<file path="config.mk">
export PLATFORM = sky130hd
export DESIGN_NAME = mmcc_merge
export DESIGN_NICKNAME = d
export VERILOG_FILES = /design/src/rtl/core/mmcc_pkg.sv /design/src/rtl/core/mmcc_merge.sv
export SDC_FILE = /design/constraint.sdc
export NUM_CORES = 1
export LEC_CHECK = 0
export BUFFER_PORTS_ARGS = -buffer_cell sky130_fd_sc_hd__buf_2
export CAP_MARGIN = 10
export CELL_PAD_IN_SITES_DETAIL_PLACEMENT = 2
export CELL_PAD_IN_SITES_GLOBAL_PLACEMENT = 2
export CORE_MARGIN = 5
export CORE_UTILIZATION = 30
export DETAILED_ROUTE_END_ITERATION = 6
export GPL_TIMING_DRIVEN = 1
export MAX_ROUTING_LAYER = met4
export PLACE_DENSITY = 0.9
export SYNTH_ARGS = -nofsm -noshare
export SYNTH_HDL_FRONTEND = slang
export SYNTH_SLANG_ARGS = --single-unit
</file>
<file path="constraint.sdc">
create_clock -name i_clk -period 11.45 [get_ports i_clk]
set_input_delay 1.145 -clock i_clk [delete_from_list [all_inputs] [get_ports i_clk]]
set_output_delay 1.145 -clock i_clk [all_outputs]
set_load 0.1 [all_outputs]
</file>
<file path="src/rtl/core/mmcc_pkg.sv">
// ----------------------------------------------------------------------------
// mmcc_pkg: shared types and constants of the max colour composite
// Channel setup layout, register indexes and the output clamp.
// ----------------------------------------------------------------------------
`default_nettype none

package mmcc_pkg;

    localparam int NUM_CH    = 4;
    localparam int SETUP_W   = 63;
    localparam int CFG_IDX_W = 3;

    // register indexes of the configuration port
    localparam logic [CFG_IDX_W-1:0] CFG_ACTIVE = 3'd0;
    localparam logic [CFG_IDX_W-1:0] CFG_ALPHA  = 3'd1;
    localparam logic [CFG_IDX_W-1:0] CFG_CHAN0  = 3'd2;
    localparam logic [CFG_IDX_W-1:0] CFG_CHAN1  = 3'd3;
    localparam logic [CFG_IDX_W-1:0] CFG_CHAN2  = 3'd4;
    localparam logic [CFG_IDX_W-1:0] CFG_CHAN3  = 3'd5;

    // per-channel setup word, msb first
    typedef struct packed {
        logic signed [19:0] offset;  // Q12.8
        logic signed [15:0] scale;   // Q8.8
        logic [8:0]         red_w;   // Q1.8
        logic [8:0]         green_w;
        logic [8:0]         blue_w;
    } t_setup;

    typedef struct packed {
        logic [7:0] blue;
        logic [7:0] green;
        logic [7:0] red;
    } t_rgb;

    // channel zero: unit weights, unit scale, no offset
    localparam logic [SETUP_W-1:0] SETUP0_RST = {20'd0, 16'd256, 9'd256, 9'd256, 9'd256};
    localparam logic [2:0] ACTIVE_RST = 3'd1;
    localparam logic [7:0] ALPHA_RST  = 8'd255;

    // clamp a Q.16 product to an integer byte, truncating
    function automatic logic [7:0] clamp_byte(input logic signed [34:0] p);
        logic [7:0] r;
        if (p <= 35'sd0) begin
            r = 8'd0;
        end else if (|p[33:24]) begin
            r = 8'd255;
        end else begin
            r = p[23:16];
        end
        return r;
    endfunction

endpackage

`default_nettype wire

</file>
<file path="src/rtl/core/mmcc_merge.sv">
// ----------------------------------------------------------------------------
// mmcc_merge: combine the lanes
// Takes the per-component maximum over all lanes and registers the pixel.
// ----------------------------------------------------------------------------
`default_nettype none

module mmcc_merge
    import mmcc_pkg::*;
(
    input  wire logic       i_clk,
    input  wire logic       i_rst_n,
    input  wire logic       i_valid,
    input  wire t_rgb       i_lane [NUM_CH],
    input  wire logic [7:0] i_alpha,
    output logic            o_valid,
    output t_rgb            o_rgb,
    output logic [7:0]      o_alpha
);

    logic r_valid;
    t_rgb r_rgb;
    t_rgb n_rgb;
    logic [7:0] r_alpha;

    // running maximum over independent lanes
    always_comb begin
        n_rgb = '0;
        for (int i = 0; i < NUM_CH; i++) begin
            if (i_lane[i].blue  > n_rgb.blue)  n_rgb.blue  = i_lane[i].blue;
            if (i_lane[i].green > n_rgb.green) n_rgb.green = i_lane[i].green;
            if (i_lane[i].red   > n_rgb.red)   n_rgb.red   = i_lane[i].red;
        end
    end

    always_ff @(posedge i_clk) begin
        if (!i_rst_n) begin
            r_valid <= 1'b0;
        end else begin
            r_valid <= i_valid;
        end
    end

    always_ff @(posedge i_clk) begin
        r_rgb   <= n_rgb;
        r_alpha <= i_alpha;
    end

    assign o_valid = r_valid;
    assign o_rgb   = r_rgb;
    assign o_alpha = r_alpha;

endmodule

`default_nettype wire

</file>
==> impl_metrics.env <==
export IMPL_status="complete, no violations"
export IMPL_globalplace_congestion=0.868
export IMPL_cts_sinks=33
export IMPL_yosys_warnings=0
export IMPL_avgRoutedWirePerCell_um=19.2
export IMPL_final_cells=694
export IMPL_grt_antenna_before_repair=0
export IMPL_setup_viol=0
export IMPL_ir_worst_vdd_uv=100
export IMPL_rsz0062_at_grt="no"
export IMPL_post_synth_top_count_cell="ha_1"
export IMPL_cts_resized=0
export IMPL_fin_crit_sh=0.568
export IMPL_grt_usage=0.190
export IMPL_cts_tree="yes"
export IMPL_final_core_util=0.395
export IMPL_synth_seq_area_share=0.186
export IMPL_synthFlopType="dfxtp_1"
export IMPL_via_per_inst=5.26
export IMPL_drtIter0Drc=51
export IMPL_avgSynthCellArea_um2=8.57
export IMPL_diodes=0
export IMPL_synthCells=415
export IMPL_synth_top_area_frac=0.253
export IMPL_drc_errors=0
export IMPL_synth_edff_count=0
export IMPL_critPathLaunchType="input port"
export IMPL_synth_area_top_cells="ha_1 25%, dfxtp_1 19%, a211oi_2 7.7%, mux2i_1 6.2%, nor2_1 6.0%"
export IMPL_critPathSlowestCell="o22ai_1"
export IMPL_area_growth_pct=28.1
export IMPL_dieHeight_um=119
export IMPL_setup_tns_ps=0
export IMPL_num_io_pins=140
export IMPL_holdCritPathClass="input port to flop"
export IMPL_finalNetCount=729
export IMPL_max_cap_viol_count=0
export IMPL_grt_pass1_vias=4188
export IMPL_numCtsBuffers=5
export IMPL_gr_total_overflow=0
export IMPL_fin_hold_ws_ps=970
export IMPL_wirelength_um=13300
export IMPL_dr_pass1_iters=4
export IMPL_p_per_area_mw_per_mm2=195
export IMPL_worst_pin_slew_ps=1150
export IMPL_yosysTopAreaCell="ha_1"
export IMPL_cp_arrival_ps=6640
export IMPL_grt_max_degree=24
export IMPL_postCtsSetupBuffers=0
export IMPL_max_slew_margin=0.236
export IMPL_cp_cell_sequence="buf_2, ha_1, a211oi_2, nor2_1, or2_1, o22ai_4, mux2i_1, ha_1, nor2b_1, o211ai_1, a211oi_1, nor2_1, buf_4, nor2_1, a21o_1, ha_1, nor2b_1, o211ai_1, a21oi_1, o22ai_1, and2_1, a211oi_2"
export IMPL_fp_coreArea_mm2=0.0115
export IMPL_clock_path_buffers=2
export IMPL_htree_levels=2
export IMPL_n_fill_cell=1367
export IMPL_io_buffers=139
export IMPL_critical_path_class="input port to flop"
export IMPL_yosys_top_cells_count="72 x ha_1, 57 x nor2_1, 33 x dfxtp_1, 31 x inv_1, 26 x a21oi_1"
export IMPL_die_w_um=119
export IMPL_ys_types=34
export IMPL_worstPathMaxFanout=23
export IMPL_hold_viol_final=0
export IMPL_slowest_delay_ps=860
export IMPL_grt_pass1_wl_um=21500
export IMPL_via_count=3650
export IMPL_syn_cell_area_mm2=0.00355
export IMPL_clock_fmax_mhz=154
export IMPL_required_ps=11590
export IMPL_crit_path_end_kind="flop"
export IMPL_clkTransAtPathRegs_ps=60
export IMPL_dp_hpwl_um=11800
export IMPL_post_route_min_period_ps=6500
export IMPL_initial_core_util=0.309
export IMPL_cts_root_buffer="clkbuf_16"
export IMPL_num_rows=39
export IMPL_die_area_mm2=0.0141
export IMPL_synth_seq_cells=33
export IMPL_ant_nets=0
export IMPL_async_flop_share=0
export IMPL_final_max_slew_viol_count=0
export IMPL_cts_hold_buffers_added=0
export IMPL_finalPower_uw=890
export IMPL_p_leak_nw=2.36
export IMPL_layout_drive_gt1_share=0.338
export IMPL_place_inst=686
export IMPL_synthesis_nets=594
[cells by family after synthesis]
logic type | share of synthesized area
buffers and inverters | 0.0503
DFF | 0.186
muxes | 0.0683
and+or+nand+nor | 0.189
AOI/OAI and AO/OA | 0.253
adders and majority gates | 0.253
[critical path, delay by kind of cell]
kind | cells | cell delay [ps]
simple gates | 7 | 1340
fa+ha+maj | 3 | 960
mux | 1 | 490
compound gates | 9 | 2300
buf+inv | 2 | 370
[per-stage QoR]
stage / area (um2) / worst slack, ps
floorplan: 3550 / 5980
detailed placement: 4400 / 4640
global placement: 4400 / 4990
finish: 4550 / 4950
global route: 4550 / 4570
CTS: 4550 / 4940
[area by class of cell]
cell class,instances,area (um2),area share
Timing Repair Buffer,143,726,0.159
Clock inverter,1,5.00,0.00110
Sequential cell,33,661,0.145
Multi-Input combinational cell,336,2720,0.596
Inverter,31,116,0.0255
Tap cell,143,179,0.0393
Clock buffer,7,153,0.0335
[metal layers]
metal  track usage  vias to the layer above  routed length (um)
li1              -                     1793                   -
met1         0.215                     1777                5740
met2         0.368                       78                7140
met3        0.0265                        2                 437
met4        0.0152                        0                  24
met5             -                        -                   0
[layout by cell type (no fill, tap or decap), types with 3 or more instances in the layout]
cell type,instances
a211oi_1,6
a211oi_2,22
a21o_1,24
a21oi_1,26
and2_1,4
buf_2,139
buf_4,4
clkbuf_16,5
dfxtp_1,33
ha_1,72
inv_1,31
mux2i_1,22
nand2_1,11
nand3_1,3
nand4_1,18
nor2_1,57
nor2b_1,10
nor3b_1,22
o211ai_1,8
o21ai_0,8
o22ai_1,3
[power breakdown]
part	internal, mW	switching [mW]
logic	0.149	0.437
registers	0.151	0.0112
clock network	0.0921	0.0496
[worst paths after layout]
path	from	endpoint	slack, ps	cells after the start
max	i_lane[53]	o_rgb[6]$_DFF_P_	4950	22
min	i_alpha[5]	o_alpha[5]$_DFF_P_	970	1
[flip-flops by register name (all words and copies together) (netlist names)]
signal,count
o_valid,1
o_rgb,24
o_alpha,8
No activity file was read; power rests on OpenSTA's default activity.
