**config.mk**
```make
export PLATFORM = sky130hd
export DESIGN_NAME = mmcc_lane
export DESIGN_NICKNAME = d
export VERILOG_FILES = /design/src/rtl/core/mmcc_pkg.sv /design/src/rtl/core/mmcc_lane.sv
export SDC_FILE = /design/constraint.sdc
export NUM_CORES = 2
export LEC_CHECK = 0
export ABC_AREA = 1
export BUFFER_PORTS_ARGS = -buffer_cell sky130_fd_sc_hd__buf_2
export CORE_MARGIN = 2
export CORE_UTILIZATION = 35
export DETAILED_ROUTE_END_ITERATION = 8
export HOLD_SLACK_MARGIN = 0.12
export PLACE_DENSITY = 0.55
export SLEW_MARGIN = 15
export SYNTH_ARGS = -nofsm -noshare
export SYNTH_HDL_FRONTEND = slang
export SYNTH_SLANG_ARGS = --single-unit
```
**constraint.sdc**
```tcl
create_clock -name i_clk -period 5.7 [get_ports i_clk]
set_input_delay 0.855 -clock i_clk [delete_from_list [all_inputs] [get_ports i_clk]]
set_output_delay 0.855 -clock i_clk [all_outputs]
set_load 0.01 [all_outputs]
```
**src/rtl/core/mmcc_pkg.sv**
```systemverilog
// ----------------------------------------------------------------------------
// mmcc_pkg: shared types and constants of the max colour composite
// Channel setup layout, register indexes and the output clamp.
// ----------------------------------------------------------------------------
`default_nettype none

package mmcc_pkg;

    localparam int NUM_CH    = 4;
    localparam int SETUP_W   = 63;
    localparam int CFG_IDX_W = 3;

    // register indexes of the configuration port
    localparam logic [CFG_IDX_W-1:0] CFG_ACTIVE = 3'd0;
    localparam logic [CFG_IDX_W-1:0] CFG_ALPHA  = 3'd1;
    localparam logic [CFG_IDX_W-1:0] CFG_CHAN0  = 3'd2;
    localparam logic [CFG_IDX_W-1:0] CFG_CHAN1  = 3'd3;
    localparam logic [CFG_IDX_W-1:0] CFG_CHAN2  = 3'd4;
    localparam logic [CFG_IDX_W-1:0] CFG_CHAN3  = 3'd5;

    // per-channel setup word, msb first
    typedef struct packed {
        logic signed [19:0] offset;  // Q12.8
        logic signed [15:0] scale;   // Q8.8
        logic [8:0]         red_w;   // Q1.8
        logic [8:0]         green_w;
        logic [8:0]         blue_w;
    } t_setup;

    typedef struct packed {
        logic [7:0] blue;
        logic [7:0] green;
        logic [7:0] red;
    } t_rgb;

    // channel zero: unit weights, unit scale, no offset
    localparam logic [SETUP_W-1:0] SETUP0_RST = {20'd0, 16'd256, 9'd256, 9'd256, 9'd256};
    localparam logic [2:0] ACTIVE_RST = 3'd1;
    localparam logic [7:0] ALPHA_RST  = 8'd255;

    // clamp a Q.16 product to an integer byte, truncating
    function automatic logic [7:0] clamp_byte(input logic signed [34:0] p);
        logic [7:0] r;
        if (p <= 35'sd0) begin
            r = 8'd0;
        end else if (|p[33:24]) begin
            r = 8'd255;
        end else begin
            r = p[23:16];
        end
        return r;
    endfunction

endpackage

`default_nettype wire

```
**src/rtl/core/mmcc_lane.sv**
```systemverilog
// ----------------------------------------------------------------------------
// mmcc_lane: one channel of the composite
// Maps a sample through scale and offset, then tints and clamps each colour.
// ----------------------------------------------------------------------------
`default_nettype none

module mmcc_lane
    import mmcc_pkg::*;
(
    input  wire logic       i_clk,
    input  wire logic       i_active,
    input  wire logic [7:0] i_sample,
    input  wire t_setup     i_setup,
    output t_rgb            o_rgb
);

    logic signed [24:0] r_t;
    logic signed [24:0] n_t;
    logic               r_act;
    t_rgb               r_rgb;
    t_rgb               n_rgb;
    logic signed [34:0] prod_b;
    logic signed [34:0] prod_g;
    logic signed [34:0] prod_r;

    // stage one: t = scale * sample + offset in Q.8
    always_comb begin
        n_t = 25'(i_setup.scale * $signed({1'b0, i_sample}))
            + 25'(i_setup.offset);
    end

    always_ff @(posedge i_clk) begin
        r_t   <= n_t;
        r_act <= i_active;
    end

    // stage two: tint products, clamp, drop inactive channels to zero
    always_comb begin
        prod_b = 35'(r_t) * $signed({1'b0, i_setup.blue_w});
        prod_g = 35'(r_t) * $signed({1'b0, i_setup.green_w});
        prod_r = 35'(r_t) * $signed({1'b0, i_setup.red_w});
        if (r_act) begin
            n_rgb.blue  = clamp_byte(prod_b);
            n_rgb.green = clamp_byte(prod_g);
            n_rgb.red   = clamp_byte(prod_r);
        end else begin
            n_rgb = '0;
        end
    end

    always_ff @(posedge i_clk) begin
        r_rgb <= n_rgb;
    end

    assign o_rgb = r_rgb;

endmodule

`default_nettype wire

```
==> summary.md <==
| Metric | Value |
|---|---|
| Iter 0 DRT Violations | `1390` |
| GRT Resource Usage Total | `18.5%` |
| Buf/Inv on CP | `7` |
| Crit. End Element | `register` |
| Class of the worst hold path | `primary input to register` |
| Core Region | `0.0964 mm2` |
| Most common cell on crit path | `inv_1` |
| Synthesized area per cell | `6.86 um2` |
| Clock Root Buffer | `clkbuf_16` |
| HPWL Detailed | `76000 um` |
| Clk sink count | `50` |
| CP Launch Type | `primary input` |
| R2R Setup Slk | `350 ps` |
| Slew @ Worst Pin | `835 ps` |
| Die X | `316 um` |
| Largest area contributor in the netlist | `fa_1` |
| Most common cell in the netlist | `nand2_1` |
| Crit Path Class | `primary input to register` |
| Critical path endpoint | `o_rgb[1]` |
| CP Launch Point | `i_setup[23]` |
| Status | `finished, final reports clean` |
| Period utilization | `97.1%` |
| Drt wl/cell | `14.0 um` |
| # Max-Cap Violations | `0` |
| Drc violations | `0` |
| Final Hold Fails | `0` |
| Placed inst area | `0.0386 mm2` |
| Syn Nets | `5986` |
| Initial antenna violation count | `2` |
| Area added between synthesis and finish | `20.1%` |
| Final WL | `91800 um` |
| Slew margin rel. | `44.3%` |
| Worst path max stage delay | `590 ps` |
| Worst r2r src | `r_t[7]` |
| Placed Cells | `6521` |
| H-tree Lvls | `2` |
| Post-route cell area | `0.0408 mm2` |
| Total iterations of the first detailed-routing run | `5` |
| Vias in the first global route | `30407` |
| Req. time, crit path | `5950 ps` |
| Synth cell types | `44` |
| Max Slew Vio Count | `0` |
| Routability cong. | `0.908` |
| Share of cells above drive strength 1 | `15.9%` |
| Crit path max fanout | `14` |
| Post-DRT Antenna Nets | `0` |
| Worst EP arrival | `5790 ps` |
| Worst-Skew Late Latency | `370 ps` |
| Port buffer count | `96` |
| Dominant cells by area after synthesis | `fa_1, nand2_1, inv_1` |
| Die area | `0.0996 mm2` |
| Fin util | `42.3%` |
| Final Skew | `35.3 ps` |
| Yosys warns | `0` |
| Mapped Cells | `4954` |
| Largest net degree at the start of global routing | `28` |
| Final setup fails | `0` |
| Post-synth EDFFs | `0` |
| Mapped Area | `0.0340 mm2` |
| Top_reg_cell synth | `dfxtp_1` |
| Ys async rst share | `0%` |
| Vias per cell | `4.47` |
| CTS tree | `yes` |
| FILL cells | `10136` |
| Rows | `114` |
| Clock-pin slew on the worst setup and hold paths | `110 ps` |
| First-pass GRT wire length | `150000 um` |
| Non-Filler Instances | `6544` |
| Final nets | `6298` |
| Path length in cells of the critical path | `26` |
| GRT overflow | `0` |
| Initial Utilization | `35.2%` |
| Period minus WS final | `5540 ps` |
| Die Height | `316 um` |
| Clock Tree Buf Depth | `2` |
| # IOs | `97` |
| Register area | `0.00100 mm2` |
| Fmax | `181 MHz` |
| Top Family by Delay on Critical Path | `adder cells` |
| CP max stage cell | `fa_1` |
| Area share of the largest cell type after synthesis | `39.9%` |
| Vias | `29265` |
| Depth of the most critical reg-to-reg path | `25` |
| Seq/Total Area, Yosys | `2.95%` |
| Area of the multi-input gates | `0.0281 mm2` |
| FF+latch count, synth | `50` |
| Top cells by count, synth | `nand2_1, inv_1, fa_1` |
| Worst r2r dst | `o_rgb[1]` |
| CTS buffer count | `5` |
-- worst reg2reg max path, delay by kind of cell (launching register included) --
kind | cells | cell delay, ps
buffers and inverters | 6 | 540
adders and majority gates | 6 | 2880
and+or+nand+nor | 12 | 1400
xor gates and xnor gates | 1 | 50
DFF | 1 | 360
-- area by class of cell --
cell class,instances,share of cell area [%]
Tap cell,1276,3.91
Timing Repair Buffer,494,10.3
Inverter,1530,14.1
Clock buffer,8,0.408
Sequential cell,50,2.46
Antenna cell,1,0.00613
Multi-Input combinational cell,3185,68.9
-- per-layer routing --
| layer | share of wire, % | routed length (um) | track usage [%] | vias up |
|---|---|---|---|---|
| met1 | 45 | 41200 | 24.3 | 14189 |
| met3 | 3.2 | 2920 | 0.997 | 100 |
| met5 | 0.017 | 16 | 0 | - |
| met2 | 50 | 45500 | 33.4 | 476 |
| met4 | 2.4 | 2190 | 4.00 | 2 |
| li1 | - | - | - | 14498 |
-- what timing repair did --
| action | CTS | global route |
|---|---|---|
| setup endpoints to repair | 24 | 24 |
| hold buffers | 0 | 0 |
| gates cloned | 0 | 11 |
| buffers inserted | 0 | 3 |
| pin swaps | 1 | 124 |
| resized for setup | 18 | 388 |
-- cells by family (layout without fill, tap and decap cells) --
family | after synthesis | in the layout | synth area share [%]
and+or+nand+nor | 2019 | 2019 | 23.7
buffers and inverters | 1719 | 2032 | 19.0
adders and majority gates | 959 | 959 | 50.3
AOI/OAI and AO/OA | 137 | 137 | 2.23
xor gates and xnor gates | 70 | 70 | 1.80
DFF | 50 | 50 | 2.95
other | 0 | 1 | 0
-- flip-flops by register name, indices dropped and copies added, names as in the netlist --
name	count
r_t	25
o_rgb	24
r_act	1
-- stage by stage --
step	hold slack, ps	setup TNS [ps]	setup WS (ps)
floorplan	577	0	0.754
global placement	961	-12340	-554
detailed placement	962	-12980	-575
CTS	556	0	7.75
global route	576	-373	-51.8
finish	578	0	163
-- cells in the final DEF (no fill, tap or decap), types with 11 or more instances in the layout --
| master | count |
|---|---|
| a21oi_2 | 32 |
| o21ai_0 | 16 |
| a21oi_1 | 57 |
| buf_4 | 357 |
| clkbuf_16 | 16 |
| and2_1 | 12 |
| inv_2 | 13 |
| fa_2 | 11 |
| fa_1 | 666 |
| nand3_1 | 103 |
| inv_1 | 1517 |
| xor2_1 | 44 |
| xnor2_1 | 26 |
| nand2_1 | 1481 |
| nand3_2 | 15 |
| ha_1 | 218 |
| nor3_1 | 16 |
| ha_4 | 57 |
| nand4_1 | 38 |
| nand2_2 | 86 |
| dfxtp_1 | 48 |
| nor2_2 | 58 |
| nor2_4 | 22 |
| buf_12 | 32 |
| nand2_4 | 16 |
| buf_2 | 78 |
| nor2_1 | 143 |
-- how the worst min path moves through the flow --
| stage | start | to | cells past startpoint |
|---|---|---|---|
| global placement | i_active | r_act | 1 |
| finish | i_active | r_act | 1 |
| CTS | i_active | r_act | 1 |
| detailed placement | i_active | r_act | 1 |
| floorplan | r_act | o_rgb[16] | 4 |
| global route | i_active | r_act | 1 |
Power is not shown: default switching activity piles up to over one toggle a cycle in this logic, so the estimate is an artifact.
